**src/rtl/clcp_pkg.sv**
```systemverilog
// ----------------------------------------------------------------------------
// clcp_pkg
// Shared types, codes and constants of the circular log command planner.
// ----------------------------------------------------------------------------
package clcp_pkg;

   // Fixed geometry of the logs
   localparam int unsigned ENTRY_BYTES  = 16;
   localparam int unsigned ENTRY_SHIFT  = $clog2(ENTRY_BYTES);
   localparam int unsigned SECTOR_SPAN  = 4096;
   localparam int unsigned KEEP_ENTRIES = 512;
   localparam int unsigned REGION_COUNT = 4;
   localparam int unsigned MAX_RESULTS  = 4;

   // Entry counts and positions: a region spans at most 2^24 bytes
   localparam int unsigned ENT_W = 25 - ENTRY_SHIFT;

   localparam logic [ENT_W-1:0] SPAN_POS      = ENT_W'(SECTOR_SPAN);
   localparam logic [ENT_W-1:0] KEEP_POS      = ENT_W'(KEEP_ENTRIES);
   localparam logic [ENT_W-1:0] KEEP_HIGH_POS = ENT_W'(KEEP_ENTRIES + SECTOR_SPAN);
   localparam logic [23:0]      SPAN_ADDR     = 24'(SECTOR_SPAN);

   // Configuration register file
   localparam int unsigned CSR_IDX_W = 3;
   localparam int unsigned CSR_W     = 24;

   // Request kinds
   localparam logic [1:0] MODE_STORE = 2'd0;
   localparam logic [1:0] MODE_READ  = 2'd1;
   localparam logic [1:0] MODE_CLEAR = 2'd2;

   // Command codes
   localparam logic [2:0] CMD_WRITE        = 3'd0;
   localparam logic [2:0] CMD_READ         = 3'd1;
   localparam logic [2:0] CMD_ERASE_SECTOR = 3'd2;
   localparam logic [2:0] CMD_ERASE_CHIP   = 3'd3;
   localparam logic [2:0] CMD_REJECT       = 3'd4;

   typedef logic [23:0] addr_type;

   typedef struct packed {
      logic [1:0]  mode;
      logic [1:0]  log_select;
      logic [15:0] entry_count;
      logic [15:0] entry_offset;
   } req_word_type;

   typedef struct packed {
      logic [2:0]  command;
      logic [23:0] address;
      logic [23:0] byte_count;
      logic        last;
   } rsp_word_type;

   // Planned commands of one request, handed to the result queue
   typedef struct packed {
      rsp_word_type [MAX_RESULTS-1:0] word;
      logic [2:0]                     count;
   } plan_type;

   // Entries to bytes, wrapped to 24 bits
   function automatic logic [23:0] to_bytes(input logic [ENT_W:0] entries);
      logic [ENT_W+ENTRY_SHIFT:0] wide;
      wide = {entries, {ENTRY_SHIFT{1'b0}}};
      return wide[23:0];
   endfunction

   function automatic rsp_word_type make_word(input logic [2:0]  command,
                                              input logic [23:0] address,
                                              input logic [23:0] byte_count);
      rsp_word_type w;
      w.command    = command;
      w.address    = address;
      w.byte_count = byte_count;
      w.last       = 1'b0;
      return w;
   endfunction

endpackage

```
**src/rtl/clcp_planner.sv**
```systemverilog
// ----------------------------------------------------------------------------
// clcp_planner
// Turns one registered request into its list of flash commands and keeps the
// per-log write position and half-erased flags.
// ----------------------------------------------------------------------------
module clcp_planner #(
   parameter int LOG_COUNT = 4
) (
   input  logic                                               clock,
   input  logic                                               reset,
   input  logic                                               fire,
   input  clcp_pkg::req_word_type                             req_word,
   input  clcp_pkg::addr_type [clcp_pkg::REGION_COUNT-1:0]    region_start,
   input  clcp_pkg::addr_type [clcp_pkg::REGION_COUNT-1:0]    region_stop,
   output clcp_pkg::plan_type                                 plan
);
   import clcp_pkg::*;

   localparam int LOG_IDX_W = (LOG_COUNT > 1) ? $clog2(LOG_COUNT) : 1;

   // Per-log state
   logic [ENT_W-1:0]     pos_ff  [LOG_COUNT];
   logic [LOG_COUNT-1:0] low_erased_ff;
   logic [LOG_COUNT-1:0] high_erased_ff;

   logic [LOG_IDX_W-1:0] lg_idx;
   logic                 lg_ok;
   addr_type             start_sel;
   addr_type             stop_sel;
   addr_type             top_addr;
   logic [24:0]          span;
   logic [ENT_W-1:0]     entries;
   logic [ENT_W-1:0]     pos_raw;
   logic [ENT_W-1:0]     pos;
   logic [ENT_W:0]       pos_x;
   logic [ENT_W:0]       entries_x;
   logic [ENT_W:0]       cnt_x;
   logic [ENT_W:0]       off_x;
   logic [ENT_W:0]       sum;
   logic [ENT_W:0]       first;
   logic [ENT_W:0]       rest;
   logic [ENT_W-1:0]     next_pos;
   logic [ENT_W:0]       span_end;
   logic [ENT_W:0]       back;
   logic                 is_store;
   logic                 is_read;
   logic                 rejected;
   logic                 low_cur;
   logic                 high_cur;
   logic                 erase_low;
   logic                 erase_high;
   logic                 store_go;
   rsp_word_type [MAX_RESULTS-1:0] words;
   logic [2:0]           k;

   // Select the log and its region
   assign lg_idx    = req_word.log_select[LOG_IDX_W-1:0];
   assign lg_ok     = (LOG_COUNT >= 4) || (int'(req_word.log_select) < LOG_COUNT);
   assign start_sel = region_start[req_word.log_select];
   assign stop_sel  = region_stop[req_word.log_select];
   assign top_addr  = stop_sel + 24'd1;
   assign span      = {1'b0, stop_sel} + 25'd1 - {1'b0, start_sel};
   assign entries   = (stop_sel < start_sel) ? '0 : span[24:ENTRY_SHIFT];

   // Take a stale position as zero
   assign pos_raw = lg_ok ? pos_ff[lg_idx] : '0;
   assign pos     = (pos_raw >= entries) ? '0 : pos_raw;

   assign pos_x     = (ENT_W+1)'(pos);
   assign entries_x = (ENT_W+1)'(entries);
   assign cnt_x     = (ENT_W+1)'(req_word.entry_count);
   assign off_x     = (ENT_W+1)'(req_word.entry_offset);

   // Store arithmetic
   assign sum      = pos_x + cnt_x;
   assign first    = entries_x - pos_x;
   assign rest     = sum - entries_x;
   assign next_pos = (sum >= entries_x) ? rest[ENT_W-1:0] : sum[ENT_W-1:0];

   // Read arithmetic
   assign span_end = off_x + cnt_x;
   assign back     = span_end - pos_x;

   assign is_store = (req_word.mode == MODE_STORE);
   assign is_read  = (req_word.mode == MODE_READ);
   assign rejected = !(is_store || is_read) || !lg_ok || (entries == '0) ||
                     (req_word.entry_count == 16'd0) ||
                     (is_store && (cnt_x > entries_x)) ||
                     (is_read && (span_end > entries_x));

   // Half-erased flags after this store's write
   assign low_cur    = (pos < SPAN_POS) ? 1'b0 : low_erased_ff[lg_idx];
   assign high_cur   = (pos < SPAN_POS) ? high_erased_ff[lg_idx] : 1'b0;
   assign erase_low  = !low_cur && (next_pos > KEEP_POS);
   assign erase_high = !high_cur && (next_pos > KEEP_HIGH_POS);
   assign store_go   = fire && is_store && !rejected;

   // Build the command list in emission order
   always_comb begin
      words = '0;
      k     = 3'd0;
      if (req_word.mode == MODE_CLEAR) begin
         words[0] = make_word(CMD_ERASE_CHIP, '0, '0);
         k        = 3'd1;
      end else if (rejected) begin
         words[0] = make_word(CMD_REJECT, '0, '0);
         k        = 3'd1;
      end else if (is_store) begin
         if (sum > entries_x) begin
            words[0] = make_word(CMD_WRITE, start_sel + to_bytes(pos_x), to_bytes(first));
            words[1] = make_word(CMD_WRITE, start_sel, to_bytes(rest));
            k        = 3'd2;
         end else begin
            words[0] = make_word(CMD_WRITE, start_sel + to_bytes(pos_x), to_bytes(cnt_x));
            k        = 3'd1;
         end
         if (erase_low) begin
            words[k[1:0]] = make_word(CMD_ERASE_SECTOR, start_sel, '0);
            k             = k + 3'd1;
         end
         if (erase_high) begin
            words[k[1:0]] = make_word(CMD_ERASE_SECTOR, start_sel + SPAN_ADDR, '0);
            k             = k + 3'd1;
         end
      end else begin
         if (span_end <= pos_x) begin
            words[0] = make_word(CMD_READ, start_sel + to_bytes(pos_x - span_end),
                                 to_bytes(cnt_x));
            k        = 3'd1;
         end else if (off_x < pos_x) begin
            words[0] = make_word(CMD_READ, top_addr - to_bytes(back), to_bytes(back));
            words[1] = make_word(CMD_READ, start_sel, to_bytes(pos_x - off_x));
            k        = 3'd2;
         end else begin
            words[0] = make_word(CMD_READ, top_addr - to_bytes(back), to_bytes(cnt_x));
            k        = 3'd1;
         end
      end
      words[2'(k - 3'd1)].last = 1'b1;
   end

   assign plan.word  = words;
   assign plan.count = k;

   // Update log state when the plan is taken
   always_ff @(posedge clock) begin
      if (reset) begin
         for (int i = 0; i < LOG_COUNT; i++) begin
            pos_ff[i] <= '0;
         end
         low_erased_ff  <= '1;
         high_erased_ff <= '1;
      end else if (fire && (req_word.mode == MODE_CLEAR)) begin
         low_erased_ff  <= '1;
         high_erased_ff <= '1;
      end else if (store_go) begin
         pos_ff[lg_idx]         <= next_pos;
         low_erased_ff[lg_idx]  <= low_cur || erase_low;
         high_erased_ff[lg_idx] <= high_cur || erase_high;
      end
   end

endmodule

```
**src/rtl/clcp_rsp_queue.sv**
```systemverilog
// ----------------------------------------------------------------------------
// clcp_rsp_queue
// Holds the commands of one planned request and hands them out one word per
// cycle while rsp_stall is low, oldest first.
// ----------------------------------------------------------------------------
module clcp_rsp_queue (
   input  logic                    clock,
   input  logic                    reset,
   input  logic                    load,
   input  clcp_pkg::plan_type      plan,
   output logic                    plan_ready,
   output logic                    rsp_valid,
   input  logic                    rsp_stall,
   output clcp_pkg::rsp_word_type  rsp_word
);
   import clcp_pkg::*;

   rsp_word_type words_ff [MAX_RESULTS];
   rsp_word_type words_in [MAX_RESULTS];
   logic [2:0]   count_ff;
   logic [2:0]   count_in;
   logic         pop;

   assign rsp_valid  = (count_ff != 3'd0);
   assign rsp_word   = words_ff[0];
   assign pop        = rsp_valid && !rsp_stall;
   // Take a new plan once the last held word leaves
   assign plan_ready = (count_ff == 3'd0) || ((count_ff == 3'd1) && pop);

   // Load a plan or shift the queue down on a pop
   always_comb begin
      words_in = words_ff;
      count_in = count_ff;
      if (load) begin
         for (int i = 0; i < MAX_RESULTS; i++) begin
            words_in[i] = plan.word[i];
         end
         count_in = plan.count;
      end else if (pop) begin
         for (int i = 0; i < MAX_RESULTS - 1; i++) begin
            words_in[i] = words_ff[i+1];
         end
         count_in = count_ff - 3'd1;
      end
   end

   always_ff @(posedge clock) begin
      words_ff <= words_in;
   end

   always_ff @(posedge clock) begin
      if (reset) begin
         count_ff <= 3'd0;
      end else begin
         count_ff <= count_in;
      end
   end

endmodule

```
**src/rtl/circular_log_command_planner.sv**
```systemverilog
// ----------------------------------------------------------------------------
// circular_log_command_planner
// Plans flash write, read and erase commands for circular logs.
// ----------------------------------------------------------------------------
// Usage:
//   Request words enter on req_valid/req_stall: store entries, read entries
//   or clear all logs. Each request yields one to four command words on
//   rsp_valid/rsp_stall; the final word of a request carries last.
//   Log regions are set through csr_write_enable/csr_index/csr_data while no
//   request is in flight (even index: first byte, odd index: last byte).
//   Path: a request is held in the input register, is planned in one pass
//   into the result queue, and its first word shows in the cycle after.
//   Throughput: one command word per cycle on the result side while
//   rsp_stall is low. The next request is taken into the input register
//   while the queue drains and is planned on the cycle its predecessor's
//   last word leaves.
//   Reset clears the region registers, write positions and queue, and marks
//   every log half as erased. A stalled receiver holds the current word; the
//   input stalls once the input register is full and the queue is busy.
// ----------------------------------------------------------------------------
module circular_log_command_planner #(
   parameter int LOG_COUNT = 4
) (
   input  logic                                clock,
   input  logic                                reset,
   input  logic                                req_valid,
   output logic                                req_stall,
   input  clcp_pkg::req_word_type              req_word,
   output logic                                rsp_valid,
   input  logic                                rsp_stall,
   output clcp_pkg::rsp_word_type              rsp_word,
   input  logic                                csr_write_enable,
   input  logic [clcp_pkg::CSR_IDX_W-1:0]      csr_index,
   input  logic [clcp_pkg::CSR_W-1:0]          csr_data
);
   import clcp_pkg::*;

   addr_type [REGION_COUNT-1:0] start_ff;
   addr_type [REGION_COUNT-1:0] stop_ff;
   req_word_type                req_word_ff;
   logic                        req_valid_ff;
   logic                        plan_ready;
   logic                        plan_fire;
   plan_type                    plan;

   // Region registers
   always_ff @(posedge clock) begin
      if (reset) begin
         start_ff <= '0;
         stop_ff  <= '0;
      end else if (csr_write_enable) begin
         if (csr_index[0]) begin
            stop_ff[csr_index[CSR_IDX_W-1:1]] <= csr_data;
         end else begin
            start_ff[csr_index[CSR_IDX_W-1:1]] <= csr_data;
         end
      end
   end

   // Input register: refill as soon as the held request is planned
   assign plan_fire = req_valid_ff && plan_ready;
   assign req_stall = req_valid_ff && !plan_fire;

   always_ff @(posedge clock) begin
      if (reset) begin
         req_valid_ff <= 1'b0;
      end else if (req_valid && !req_stall) begin
         req_valid_ff <= 1'b1;
      end else if (plan_fire) begin
         req_valid_ff <= 1'b0;
      end
   end

   always_ff @(posedge clock) begin
      if (req_valid && !req_stall) begin
         req_word_ff <= req_word;
      end
   end

   clcp_planner #(
      .LOG_COUNT (LOG_COUNT)
   ) u_planner (
      .clock        (clock),
      .reset        (reset),
      .fire         (plan_fire),
      .req_word     (req_word_ff),
      .region_start (start_ff),
      .region_stop  (stop_ff),
      .plan         (plan)
   );

   clcp_rsp_queue u_rsp_queue (
      .clock      (clock),
      .reset      (reset),
      .load       (plan_fire),
      .plan       (plan),
      .plan_ready (plan_ready),
      .rsp_valid  (rsp_valid),
      .rsp_stall  (rsp_stall),
      .rsp_word   (rsp_word)
   );

`ifndef SYNTHESIS
   // A plan always holds between one and four commands
   assert property (@(posedge clock) disable iff (reset)
      plan_fire |-> (plan.count != 3'd0) && (plan.count <= 3'd4))
      else $error("plan command count out of range");

   // The queue holds exactly the planned commands after a load
   assert property (@(posedge clock) disable iff (reset)
      plan_fire |=> (u_rsp_queue.count_ff == $past(plan.count)))
      else $error("queue count does not match plan");

   // last marks exactly the final queued word
   assert property (@(posedge clock) disable iff (reset)
      rsp_valid |-> (rsp_word.last == (u_rsp_queue.count_ff == 3'd1)))
      else $error("last flag out of place");
`endif

endmodule
```
**config.mk**
```make
export PLATFORM = sky130hd
export DESIGN_NAME = circular_log_command_planner
export DESIGN_NICKNAME = d
export VERILOG_FILES = /design/src/rtl/clcp_pkg.sv /design/src/rtl/clcp_planner.sv /design/src/rtl/clcp_rsp_queue.sv /design/src/rtl/circular_log_command_planner.sv
export SDC_FILE = /design/constraint.sdc
export NUM_CORES = 2
export LEC_CHECK = 0
export ABC_CLOCK_PERIOD_IN_PS = 30900
export BUFFER_PORTS_ARGS = -buffer_cell sky130_fd_sc_hd__buf_2
export CAP_MARGIN = 40
export CORE_MARGIN = 5
export CORE_UTILIZATION = 42
export DETAILED_ROUTE_END_ITERATION = 10
export PLACE_DENSITY = 0.65
export SYNTH_ARGS = -nofsm -noshare
export SYNTH_HDL_FRONTEND = slang
export SYNTH_SLANG_ARGS = --single-unit
```
**constraint.sdc**
```tcl
create_clock -name clock -period 30.9 [get_ports clock]
set_input_delay 4.635 -clock clock [delete_from_list [all_inputs] [get_ports clock]]
set_output_delay 4.635 -clock clock [all_outputs]
set_load 0.005 [all_outputs]
```
==> run_summary.xml <==
<?xml version="1.0" encoding="UTF-8"?>
<metrics>
  <group name="placement">
    <metric name="detailedPlace.worstSlack" unit="ps">15180</metric>
    <metric name="place.detailed.hpwl" unit="um">90800</metric>
    <metric name="gp_congestion" unit="">0.986</metric>
    <metric name="port_buffers" unit="">117</metric>
    <metric name="placed_area" unit="um2">35700</metric>
  </group>
  <group name="floorplan">
    <metric name="initial_utilization" unit="%">42.5</metric>
    <metric name="die-width" unit="um">296</metric>
    <metric name="boundaryPins" unit="">122</metric>
    <metric name="core_ar" unit="um2">80800</metric>
    <metric name="floorplan.die_area" unit="um2">87600</metric>
    <metric name="core.rowCount" unit="">104</metric>
    <metric name="floorplan.die.height" unit="um">296</metric>
  </group>
  <group name="clocking">
    <metric name="insertion_delay" unit="ps">650</metric>
    <metric name="clkSinkCount" unit="">473</metric>
    <metric name="cts.path.max_buffers" unit="">3</metric>
    <metric name="tritoncts" unit="">built</metric>
    <metric name="cts.clk_slew.worst_paths" unit="ps">60</metric>
    <metric name="htreeDepth" unit="">2</metric>
    <metric name="cts_made_buffers" unit="">54</metric>
    <metric name="hold_buffer_count_at_cts" unit="">0</metric>
    <metric name="cts_setup_buffers" unit="">0</metric>
    <metric name="ctsResizeCount" unit="">0</metric>
    <metric name="cts_root_buffer" unit="">clkbuf_16</metric>
  </group>
  <group name="grt">
    <metric name="grt_util_all_layers" unit="%">26.3</metric>
    <metric name="via_count_of_the_first_global_routing_pass" unit="">27891</metric>
    <metric name="grt_max_degree" unit="">77</metric>
    <metric name="antenna_found_initial" unit="">9</metric>
    <metric name="grt.overflow.total" unit="">0</metric>
    <metric name="grt_pass1_wl" unit="um">176000</metric>
  </group>
  <group name="sta">
    <metric name="rsz0062_at_grt" unit="">false</metric>
    <metric name="setup-violations-final" unit="">0</metric>
    <metric name="hold_violations" unit="">0</metric>
    <metric name="slew-limit-headroom" unit="%">35.9</metric>
    <metric name="fmax" unit="MHz">62.4</metric>
    <metric name="tightestPinTransition" unit="ps">955</metric>
    <metric name="layout_worst_path_cycle_share" unit="%">51.9</metric>
    <metric name="timing.final.crit_period" unit="ps">16030</metric>
    <metric name="setup-tns-final" unit="ps">0</metric>
    <metric name="worst_case_setup_margin_in_the_final_layout" unit="ps">14870</metric>
    <metric name="finalMaxSlewViolations" unit="">0</metric>
    <metric name="timing.clock.skew" unit="ps">67.5</metric>
  </group>
  <group name="finish">
    <metric name="fin_area" unit="um2">37500</metric>
    <metric name="finalNetCount" unit="">4238</metric>
    <metric name="layout-area-overhead-vs-synth" unit="%">9.26</metric>
    <metric name="layout.filler_cells" unit="">7749</metric>
    <metric name="most_used_cells_in_the_layout_excluding_fill_and_tap_cells" unit="">594 x nand2_1, 370 x a21oi_1, 326 x ha_1</metric>
    <metric name="most_frequent_standard_cell_in_the_layout_excluding_fill_and_tap_cells" unit="">nand2_1</metric>
    <metric name="final_util" unit="%">46.4</metric>
    <metric name="fraction_of_layout_cells_with_a_size_suffix_above_1" unit="%">10.5</metric>
  </group>
  <group name="pwr">
    <metric name="leakagePower" unit="nW">15.0</metric>
    <metric name="pwr_density_cell" unit="nW/um2">127</metric>
    <metric name="max-vdd-ir-drop" unit="mV">0.0767</metric>
  </group>
  <group name="drt">
    <metric name="antenna_left" unit="">0</metric>
    <metric name="drc" unit="">0</metric>
    <metric name="routed_wire_length_per_instance" unit="um">24.3</metric>
    <metric name="initialDrtViolationCount" unit="">3443</metric>
    <metric name="finalWirelength" unit="um">120000</metric>
    <metric name="post_drt_via_cell_ratio" unit="">6.02</metric>
    <metric name="routed-via-count" unit="">29673</metric>
    <metric name="drt_pass1_iterations" unit="">6</metric>
  </group>
  <group name="yosys">
    <metric name="netlist_instances" unit="">3832</metric>
    <metric name="synth.top_cell.area_share" unit="%">23.3</metric>
    <metric name="synthDistinctLibCells" unit="">99</metric>
    <metric name="synth.ff_latch_count" unit="">473</metric>
    <metric name="synth.yosys.warnings" unit="">0</metric>
    <metric name="area_contributors_post_synth" unit="">edfxtp_1 23%, dfxtp_1 12%, ha_1 12%</metric>
    <metric name="postSynthAreaPerCell" unit="um2">8.96</metric>
    <metric name="post_synth_edffs" unit="">267</metric>
    <metric name="synth_largest_area_cell" unit="">edfxtp_1</metric>
    <metric name="post_synth_instance_area" unit="um2">34300</metric>
    <metric name="synth_flop_cell" unit="">edfxtp_1</metric>
    <metric name="synth_seq_area_share" unit="%">35.4</metric>
    <metric name="async_reset_ff_share" unit="%">0</metric>
  </group>
  <group name="worst_setup_path">
    <metric name="end_kind" unit="">flip-flop</metric>
    <metric name="setup.worst_path.start_class" unit="">flip-flop</metric>
    <metric name="critPathArrivalTime" unit="ps">16490</metric>
    <metric name="worst-setup-path-type" unit="">flip-flop to flip-flop</metric>
    <metric name="max_stage_delay" unit="ps">730</metric>
    <metric name="cpMaxStageDelayCell" unit="">nor2_1</metric>
    <metric name="worst-endpoint-required" unit="ps">31360</metric>
    <metric name="timing.critical_path.fanout_max" unit="">39</metric>
  </group>
  <group name="run_status">
    <metric name="run_status" unit="">finished, final reports clean</metric>
  </group>
  <group name="flow_run">
    <metric name="maxCapViolations" unit="">0</metric>
  </group>
  <group name="worst_hold_path">
    <metric name="min_delay_worst_type" unit="">flip-flop to flip-flop</metric>
  </group>
</metrics>
path summary, 6_finish.rpt:
kind	from	slack, ps	depth (start not counted)	endpoint
setup / recovery	req_word_ff[32]$_DFFE_PP_	14870	50	u_rsp_queue.rsp_word[43]$_DFFE_PP_
hold / removal	start_ff[46]$_SDFFE_PP0P_	450	2	start_ff[46]$_SDFFE_PP0P_
setup reg to reg	req_word_ff[32]$_DFFE_PP_	14870	50	u_rsp_queue.rsp_word[43]$_DFFE_PP_
hold reg to reg	start_ff[46]$_SDFFE_PP0P_	450	2	start_ff[46]$_SDFFE_PP0P_
through the flow:
stage               total power [mW]  std cells  hold WS (ps)
global route                    5.01       4927           466
floorplan                       3.06       3835           433
detailed placement              4.03       4828           445
global placement                4.02       4814           439
CTS                             4.68       4926           454
finish                          4.75       4928           451
cell families after synthesis:
logic type	synth area share, %
DFF	35.4
other	0.0109
AOI/OAI and AO/OA	19.0
xor gates and xnor gates	4.49
muxes	5.85
adders and majority gates	13.0
and+or+nand+nor	16.6
buffers and inverters	5.66
flip-flops by register name (all words and copies together) (netlist names), named ones only:
register / flops
req_word_ff: 36
u_rsp_queue.words_ff: 99
stop_ff: 96
u_planner.low_erased_ff: 4
u_planner.high_erased_ff: 4
start_ff: 96
u_rsp_queue.count_ff: 3
u_rsp_queue.rsp_word: 48
req_valid_ff: 1
u_planner.pos_ff: 84
layer usage:
metal / share of wire [%] / wire (um) / GRT usage, % / up-vias
li1: - / - / - / 13727
met1: 43 / 51800 / 37.2 / 14479
met2: 45 / 54100 / 42.0 / 1249
met3: 8.1 / 9660 / 4.02 / 210
met4: 3.5 / 4190 / 8.30 / 8
met5: 0.042 / 50 / 0 / -
cell usage after synthesis (all sizes together) (33+ instances only):
cell type and n:
dfxtp 206, clkbuf 163, inv 200, a21o 59, nand2b 48, nand3 49, xnor2 111, o21a 37
nand2 596, nor2 326, mux2i 34, a22o 33, edfxtp 267, a211oi 50, o21ai 148, nor3 74
ha 326, mux4 71, buf 81, a21oi 372, xor2 65
cell type report:
class / count / area, um2 / area share, %
clock buffer: 71 / 1490 / 3.96
multi-input combinational: 2917 / 20400 / 54.3
inverter: 201 / 754 / 2.01
antenna: 2 / 5.00 / 0.0133
sequential: 473 / 12100 / 32.4
timing repair buffer: 177 / 1150 / 3.07
clock inverter: 27 / 292 / 0.777
tap: 1060 / 1330 / 3.53
report_power, final:
part           leakage (nW)  switching, mW  total [mW]  internal, mW
logic                  9.78           2.16        3.27          1.10
registers              4.31         0.0430       0.844         0.802
clock network         0.858          0.273       0.639         0.365
total                  15.0           2.48        4.75          2.27
worst max-delay path, delay by kind of cell (launching register included):
family	cells	cell delay, ps
muxes	2	1160
adders and majority gates	6	2200
xor gates and xnor gates	2	250
buffers and inverters	8	2380
AOI/OAI and AO/OA	20	5940
and+or+nand+nor	12	3470
DFF	1	350
Power figures use the tool's default switching activity.
